<file path="config.mk">
export PLATFORM = sky130hd
export DESIGN_NAME = char_lcd_write_sequencer
export DESIGN_NICKNAME = d
export VERILOG_FILES = /design/src/rtl/core/lcdws_pkg.sv /design/src/rtl/core/lcdws_cursor_cmd.sv /design/src/rtl/core/char_lcd_write_sequencer.sv
export SDC_FILE = /design/constraint.sdc
export NUM_CORES = 1
export LEC_CHECK = 0
export BUFFER_PORTS_ARGS = -buffer_cell sky130_fd_sc_hd__clkbuf_2
export CORE_UTILIZATION = 49
export CTS_BUF_LIST = sky130_fd_sc_hd__clkbuf_8
export DETAILED_ROUTE_END_ITERATION = 12
export GPL_TIMING_DRIVEN = 0
export PLACE_DENSITY = 0.82
export SYNTH_ARGS = -nofsm -noshare
export SYNTH_HDL_FRONTEND = slang
export SYNTH_SLANG_ARGS = --single-unit
</file>
<file path="constraint.sdc">
create_clock -name clk -period 2.05 [get_ports clk]
set_input_delay 0.205 -clock clk [delete_from_list [all_inputs] [get_ports clk]]
set_output_delay 0.205 -clock clk [all_outputs]
set_load 0.05 [all_outputs]
</file>
<file path="src/rtl/core/lcdws_pkg.sv">
// lcdws_pkg: shared types, constants and the microcode ROM of the LCD write sequencer.
// No dependencies.
package lcdws_pkg;

	localparam int LINE_COLUMNS_DEF = 16;

	localparam int PC_W = 4;

	localparam logic [7:0] PULSE_MS     = 8'd2;
	localparam logic [7:0] BYTE_TAIL_MS = 8'd3;   // pulse low time plus byte idle
	localparam logic [7:0] POWER_UP_MS  = 8'd200;

	localparam logic [7:0] DDRAM_ROW1 = 8'h80;
	localparam logic [7:0] DDRAM_ROW2 = 8'hC0;

	// request codes
	localparam logic [2:0] MODE_INIT   = 3'd0;
	localparam logic [2:0] MODE_CMD    = 3'd1;
	localparam logic [2:0] MODE_CHAR   = 3'd2;
	localparam logic [2:0] MODE_CURSOR = 3'd3;
	localparam logic [2:0] MODE_CLEAR  = 3'd4;

	typedef enum logic [1:0] {
		COND_ALWAYS,
		COND_BUS8,
		COND_BUS4
	} bus_cond_t;

	typedef struct packed {
		logic        power_up;    // single all-zero 200 ms phase
		logic        use_latch;   // byte from the latched request, else const_byte
		logic [7:0]  const_byte;
		logic        rs;
		logic [3:0]  extra_ms;
		bus_cond_t   bus_cond;    // step skipped when the bus width does not match
		logic        end_prog;
	} ucode_t;

	// program entry points
	localparam logic [PC_W-1:0] PC_INIT   = 4'd0;
	localparam logic [PC_W-1:0] PC_CMD    = 4'd7;
	localparam logic [PC_W-1:0] PC_CHAR   = 4'd8;
	localparam logic [PC_W-1:0] PC_CURSOR = 4'd9;
	localparam logic [PC_W-1:0] PC_CLEAR  = 4'd10;

	function automatic ucode_t ucode_rom(input logic [PC_W-1:0] pc);
		ucode_t w;
		w = '{power_up: 1'b0, use_latch: 1'b0, const_byte: 8'h00, rs: 1'b0,
			extra_ms: 4'd0, bus_cond: COND_ALWAYS, end_prog: 1'b1};
		unique case (pc)
			4'd0: begin
				w.power_up = 1'b1;
				w.end_prog = 1'b0;
			end
			4'd1: begin
				w.const_byte = 8'h02; w.extra_ms = 4'd10;
				w.bus_cond = COND_BUS4; w.end_prog = 1'b0;
			end
			4'd2: begin
				w.const_byte = 8'h28; w.extra_ms = 4'd1;
				w.bus_cond = COND_BUS4; w.end_prog = 1'b0;
			end
			4'd3: begin
				w.const_byte = 8'h38; w.extra_ms = 4'd1;
				w.bus_cond = COND_BUS8; w.end_prog = 1'b0;
			end
			4'd4: begin
				w.const_byte = 8'h0E; w.extra_ms = 4'd1; w.end_prog = 1'b0;
			end
			4'd5: begin
				w.const_byte = 8'h01; w.extra_ms = 4'd10; w.end_prog = 1'b0;
			end
			4'd6: begin
				w.const_byte = 8'h06; w.extra_ms = 4'd1;
			end
			4'd7: begin
				w.use_latch = 1'b1;
			end
			4'd8: begin
				w.use_latch = 1'b1; w.rs = 1'b1;
			end
			4'd9: begin
				w.use_latch = 1'b1; w.extra_ms = 4'd1;
			end
			4'd10: begin
				w.const_byte = 8'h01; w.extra_ms = 4'd10;
			end
			default: begin
				w.end_prog = 1'b1;
			end
		endcase
		return w;
	endfunction

	function automatic logic [PC_W-1:0] entry_pc(input logic [2:0] m);
		logic [PC_W-1:0] pc;
		pc = PC_INIT;
		unique case (m)
			MODE_INIT:   pc = PC_INIT;
			MODE_CMD:    pc = PC_CMD;
			MODE_CHAR:   pc = PC_CHAR;
			MODE_CURSOR: pc = PC_CURSOR;
			MODE_CLEAR:  pc = PC_CLEAR;
			default:     pc = PC_INIT;
		endcase
		return pc;
	endfunction

endpackage

</file>
<file path="src/rtl/core/lcdws_cursor_cmd.sv">
// lcdws_cursor_cmd: row/column to set-DDRAM-address command byte.
// Depends on lcdws_pkg.
module lcdws_cursor_cmd #(
	parameter int LINE_COLUMNS = lcdws_pkg::LINE_COLUMNS_DEF
) (
	input  logic [7:0] row,
	input  logic [7:0] column,
	output logic [7:0] cmd
);

	logic in_range;

	always_comb begin
		in_range = (column != 8'd0) && (column <= 8'(LINE_COLUMNS)) &&
			((row == 8'd1) || (row == 8'd2));
		if (!in_range)
			cmd = lcdws_pkg::DDRAM_ROW1;
		else if (row == 8'd1)
			cmd = lcdws_pkg::DDRAM_ROW1 + column - 8'd1;
		else
			cmd = lcdws_pkg::DDRAM_ROW2 + column - 8'd1;
	end

endmodule

</file>
<file path="src/rtl/core/char_lcd_write_sequencer.sv">
// char_lcd_write_sequencer: one request in, a list of timed LCD bus phases out.
// The request moves the sequencer into the run state; phases are then registered onto
// the outputs one phase a cycle; a step skipped by the bus-width test shows no phase.
// The receiver cannot stall; each phase shows for one cycle with strobe high.
// Reset (arst_n low) clears the sequencer to idle and bus_mode to eight-bit.
// Depends on lcdws_pkg and lcdws_cursor_cmd.
module char_lcd_write_sequencer #(
	parameter int LINE_COLUMNS = lcdws_pkg::LINE_COLUMNS_DEF
) (
	input  logic       clk,
	input  logic       arst_n,
	// configuration
	input  logic       bus_mode_we,
	input  logic       bus_mode_wdata,
	// request
	input  logic       start,
	output logic       busy,
	input  logic [2:0] mode,
	input  logic [7:0] byte_value,
	input  logic [7:0] row,
	input  logic [7:0] column,
	// phase output
	output logic       strobe,
	output logic [7:0] data_lines,
	output logic       reg_select,
	output logic       enable,
	output logic [7:0] hold_ms,
	output logic       last
);

	typedef enum logic {
		ST_IDLE,
		ST_RUN
	} state_t;

	state_t                        state_q;
	logic [lcdws_pkg::PC_W-1:0]    pc_q;
	logic [1:0]                    ph_q;      // phase within a byte
	logic [7:0]                    byte_q;    // latched request byte
	logic                          bus_mode_q;

	logic                          strobe_q;
	logic [7:0]                    data_q;
	logic                          rs_q;
	logic                          en_q;
	logic [7:0]                    hold_q;
	logic                          last_q;

	logic [7:0]                    cursor_cmd;
	lcdws_pkg::ucode_t             cw;
	logic                          accept;
	logic                          mode_ok;
	logic                          step_on;   // step passes its bus-width test
	logic                          final_ph;  // last phase of this step
	logic [7:0]                    cur_byte;
	logic [7:0]                    ph_data;
	logic                          ph_en;
	logic [7:0]                    ph_hold;

	lcdws_cursor_cmd #(
		.LINE_COLUMNS(LINE_COLUMNS)
	) u_cursor (
		.row    (row),
		.column (column),
		.cmd    (cursor_cmd)
	);

	assign busy    = (state_q == ST_RUN);
	assign accept  = start && !busy;
	assign mode_ok = (mode <= lcdws_pkg::MODE_CLEAR);

	// Microcode word for the current step.
	assign cw = lcdws_pkg::ucode_rom(pc_q);

	always_comb begin
		unique case (cw.bus_cond)
			lcdws_pkg::COND_BUS8: step_on = !bus_mode_q;
			lcdws_pkg::COND_BUS4: step_on = bus_mode_q;
			default:              step_on = 1'b1;
		endcase

		cur_byte = cw.use_latch ? byte_q : cw.const_byte;

		// Phase decode: even phases drive enable high; in four-bit mode
		// phases 0/1 carry the high nibble, 2/3 the low nibble.
		if (cw.power_up)
			final_ph = 1'b1;
		else if (bus_mode_q)
			final_ph = (ph_q == 2'd3);
		else
			final_ph = (ph_q == 2'd1);

		ph_en = !ph_q[0] && !cw.power_up;

		if (cw.power_up)
			ph_data = 8'h00;
		else if (!bus_mode_q)
			ph_data = cur_byte;
		else if (ph_q[1])
			ph_data = {cur_byte[3:0], 4'h0};
		else
			ph_data = {cur_byte[7:4], 4'h0};

		// Byte idle and request settle time fold into the final low phase.
		if (cw.power_up)
			ph_hold = lcdws_pkg::POWER_UP_MS;
		else if (final_ph)
			ph_hold = lcdws_pkg::BYTE_TAIL_MS + {4'h0, cw.extra_ms};
		else
			ph_hold = lcdws_pkg::PULSE_MS;
	end

	always_ff @(posedge clk or negedge arst_n) begin
		if (!arst_n) begin
			state_q    <= ST_IDLE;
			pc_q       <= lcdws_pkg::PC_INIT;
			ph_q       <= 2'd0;
			bus_mode_q <= 1'b0;
			strobe_q   <= 1'b0;
		end else begin
			strobe_q <= 1'b0;
			if (bus_mode_we)
				bus_mode_q <= bus_mode_wdata;

			unique case (state_q)
				ST_IDLE: begin
					// unknown request codes are dropped without a transaction
					if (accept && mode_ok) begin
						state_q <= ST_RUN;
						pc_q    <= lcdws_pkg::entry_pc(mode);
						ph_q    <= 2'd0;
					end
				end
				ST_RUN: begin
					if (!step_on) begin
						pc_q <= pc_q + 4'd1;
						ph_q <= 2'd0;
					end else begin
						strobe_q <= 1'b1;
						if (final_ph) begin
							ph_q <= 2'd0;
							if (cw.end_prog)
								state_q <= ST_IDLE;
							else
								pc_q <= pc_q + 4'd1;
						end else begin
							ph_q <= ph_q + 2'd1;
						end
					end
				end
				default: state_q <= ST_IDLE;
			endcase
		end
	end

	// Payload registers, no reset needed.
	always_ff @(posedge clk) begin
		if (accept)
			byte_q <= (mode == lcdws_pkg::MODE_CURSOR) ? cursor_cmd : byte_value;
		if (busy && step_on) begin
			data_q <= ph_data;
			rs_q   <= cw.rs;
			en_q   <= ph_en;
			hold_q <= ph_hold;
			last_q <= final_ph && cw.end_prog;
		end
	end

	assign strobe     = strobe_q;
	assign data_lines = data_q;
	assign reg_select = rs_q;
	assign enable     = en_q;
	assign hold_ms    = hold_q;
	assign last       = last_q;

endmodule
</file>
==> results.sh <==
export IMPL_status="complete, but fails checks"
export IMPL_violations="setup timing"
export IMPL_period_minus_slack_ns=2.13
export IMPL_viasPerCell=5.40
export IMPL_vias=1689
export IMPL_multiInputGateArea_sq_um=1050
export IMPL_worstSetupStartpointType="flip-flop"
export IMPL_drt_iter0_drc=82
export IMPL_nets=305
export IMPL_synth_ff_type="edfxtp_1"
export IMPL_start_util_pct=52.6
export IMPL_antenna_found_initial=0
export IMPL_clkSinkCount=33
export IMPL_core_area_sq_um=3770
export IMPL_rsz0062_at_grt="yes"
export IMPL_grt_overflow_total=0
export IMPL_synth_fa_ha_area_share_pct=5.68
export IMPL_timing_slew_headroom_pct=53.0
export IMPL_cp_endpoint="ph_q[1]"
export IMPL_ys_async_sr_fraction_pct=27.3
export IMPL_grt_usage_pct=22.4
export IMPL_p_sw_share_pct=48.2
export IMPL_postPlaceCellArea_sq_um=2350
export IMPL_yosys_warnings=0
export IMPL_gp_congestion=0.826
export IMPL_required_ns=2.22
export IMPL_cp_end_kind="flip-flop"
export IMPL_fin_worst_skew_ns=0.00784
export IMPL_power_frac_seq_pct=26.6
export IMPL_synth_edf_count=24
export IMPL_synth_area_leaders="edfxtp_1, dfrtp_1, ha_1"
export IMPL_seqCellArea_sq_um=950
export IMPL_synth_compound_area_share_pct=15.6
export IMPL_yosys_cell_types_count=51
export IMPL_nFillCells=266
export IMPL_rows=22
export IMPL_grt_pass1_vias=1581
export IMPL_chipWidth_um=65.6
export IMPL_fin_ws_ns=-0.0816
export IMPL_ant_nets=0
export IMPL_synth_seq_cells=33
export IMPL_hpwlAfterDp_um=2850
export IMPL_slowest_delay_ns=0.47
export IMPL_p_leak_nw=1.13
export IMPL_crit_fanout=4
export IMPL_dr_pass1_iters=4
export IMPL_clockBufferDepth=2
export IMPL_grt_pass1_wl_um=7080
export IMPL_clk_latency_ns=0.29
export IMPL_clk_root_buffer_cell="clkbuf_8"
export IMPL_die_h_um=65.6
export IMPL_final_area_sq_um=2640
export IMPL_final_cells=313
export IMPL_cap_violations=0
export IMPL_powerDensity_nw_per_um2=1760
export IMPL_worstRegToRegCells=12
export IMPL_wl_per_cell_um=13.8
export IMPL_p_clk_share_pct=9.7
export IMPL_n_antenna_cell=0
export IMPL_r2r_start="pc_q[0]"
export IMPL_crit_slowest_cell="dfrtp_2"
export IMPL_yosys_area_share_simple_pct=16.8
export IMPL_synth_cell_area_sq_um=1980
export IMPL_finalHoldViolCount=0
export IMPL_synth_most_common_cell="edfxtp_1"
export IMPL_setup_viol=18
export IMPL_synth_top_family_by_area="simple AND/OR/NAND/NOR gates"
export IMPL_max_freq_mhz=469
export IMPL_total_power_mw=4.65
export IMPL_final_util_pct=69.9
export IMPL_yosys_top_cells_count="edfxtp_1, nand2_1, nor2_1, nor3_1, a21oi_1"
export IMPL_setup_worst_path_class="flip-flop to flip-flop"
export IMPL_tightest_slew_ns=0.704
export IMPL_ioPinCount=53
export IMPL_htreeDepth=2
export IMPL_ys_seq_area_share_pct=47.7
export IMPL_dp_cells=289
export IMPL_die_area_sq_um=4310
export IMPL_cts_buffers=5
export IMPL_cts_tree="done"
export IMPL_drv_slew=0
export IMPL_hold_path_class="input pin to flip-flop"
export IMPL_yosysTopAreaCellShare_pct=36.3
export IMPL_area_growth_pct=33.0
export IMPL_ir_worst_vdd_mv=0.662
export IMPL_switchingPower_mw=2.24
export IMPL_period_share_pct=104
export IMPL_r2r_setup_slack_ns=-0.08
export IMPL_startpoint="pc_q[0]"
export IMPL_grt_max_degree=11
export IMPL_syn_inst=190
export IMPL_wl_um=4310
export IMPL_whs_ns=0.151
export IMPL_clk_pin_slew_ns=0.07
export IMPL_synth_xor_area_share_pct=3.53
export IMPL_cp_cell_sequence="inv_4 -> ha_4 -> nor2_4 -> nor2_4 -> inv_2 -> ha_4 -> mux2_4 -> o21ai_4 -> buf_6 -> nor3_2 -> o21ai_0 -> o21ai_1"
export IMPL_r2r_end="ph_q[1]"
export IMPL_avgSynthCellArea_sq_um=10.4
export IMPL_drive_gt1_share_pct=42.3
export IMPL_p_comb_share_pct=63.6
export IMPL_arrival_ns=2.30
export IMPL_io_buffers=50
export IMPL_synth_mux_area_share_pct=5.11
export IMPL_yosys_area_top_type="edfxtp_1"
export IMPL_drcViolationCount=0
export IMPL_intPower_mw=2.40
==> critical path, delay by kind of cell, from the launching register on <==
kind            cells  cell delay [ns]
flops               1             0.47
compound gates      3             0.46
fa+ha+maj           2             0.28
mux                 1             0.27
buf+inv             3             0.30
simple gates        3             0.20
==> cell families (layout without fill, tap and decap cells) <==
kind of cell | count (synthesis) | in the layout
and+or+nand+nor | 66 | 66
AOI/OAI and AO/OA | 45 | 45
DFF | 33 | 33
buffers and inverters | 19 | 93
adders and majority gates | 9 | 9
muxes | 9 | 9
xor gates and xnor gates | 8 | 8
other | 1 | 2
==> cell usage in the layout, fill, tap and decap left out, types with 7 or more instances in the layout <==
| cell type | n |
|---|---|
| a21oi_1 | 11 |
| inv_1 | 7 |
| nor2_1 | 11 |
| buf_4 | 15 |
| nand2_1 | 15 |
| xnor2_1 | 7 |
| o21ai_1 | 7 |
| nor3_1 | 13 |
| edfxtp_1 | 24 |
| clkbuf_2 | 51 |
==> how the worst min path moves through the flow <==
| stage | startpoint | endpoint | slack [ns] | cells after the start |
|---|---|---|---|---|
| 5_1_grt | bus_mode_wdata | bus_mode_q | 0.15 | 2 |
| 3_3_place_gp | arst_n | pc_q[0] | 0.07 | 1 |
| 2_1_floorplan | arst_n | bus_mode_q | -0.09 | 0 |
| 4_1_cts | bus_mode_wdata | bus_mode_q | 0.14 | 2 |
| 6_report | bus_mode_wdata | bus_mode_q | 0.15 | 2 |
| 3_5_place_dp | arst_n | pc_q[0] | 0.08 | 1 |
==> routing by layer <==
layer | global-route usage (%) | wire length [um] | vias up
met5 | 0 | 0 | -
met4 | 12.8 | 138 | 0
met3 | 5.03 | 254 | 12
met2 | 37.9 | 2130 | 74
met1 | 26.0 | 1790 | 777
li1 | - | - | 826
==> metrics by stage <==
step	TNS, ns	worst slack (ns)
5_1_grt	-2.18	-0.161
3_3_place_gp	-0.572	-0.185
3_5_place_dp	-0.892	-0.261
6_report	-0.578	-0.0816
4_1_cts	-0.143	-0.0433
2_1_floorplan	-0.0482	-0.0414
==> final cells by class <==
type / count / area share (%)
flip-flops and latches: 33 / 36.0
clock inverters: 3 / 0.427
well taps: 48 / 2.28
inverters: 10 / 1.90
multi-input cells: 139 / 39.8
repair inverters: 1 / 0.237
plain buffers: 9 / 2.66
clock buffers: 5 / 2.61
repair buffers: 65 / 14.1
==> what timing repair did <==
| action | in CTS | in global routing |
|---|---|---|
| buffers inserted | 11 | 3 |
| gates cloned | 1 | 0 |
| hold buffers | 1 | 0 |
| resized for setup | 9 | 14 |
| endpoints found under the hold margin | 9 | 0 |
| setup endpoints to repair | 9 | 29 |
| pin swaps | 5 | 0 |
==> state kept, by name (all words and copies together) (netlist names) <==
signal      cells
bus_mode_q      1
busy            1
byte_q          8
data_lines      8
enable          1
hold_ms         5
last            1
pc_q            4
ph_q            2
reg_select      1
strobe          1
==> power groups by stage <==
stage,Sequential (mW),Combinational [mW],Clock [mW]
finish,1.24,2.96,0.453
global route,1.27,3.16,0.489
CTS,1.22,2.69,0.459
detailed placement,1.25,2.37,0
global placement,1.24,2.29,0
floorplan,1.82,1.31,0
Note: power is estimated with default switching activity, not from simulation.
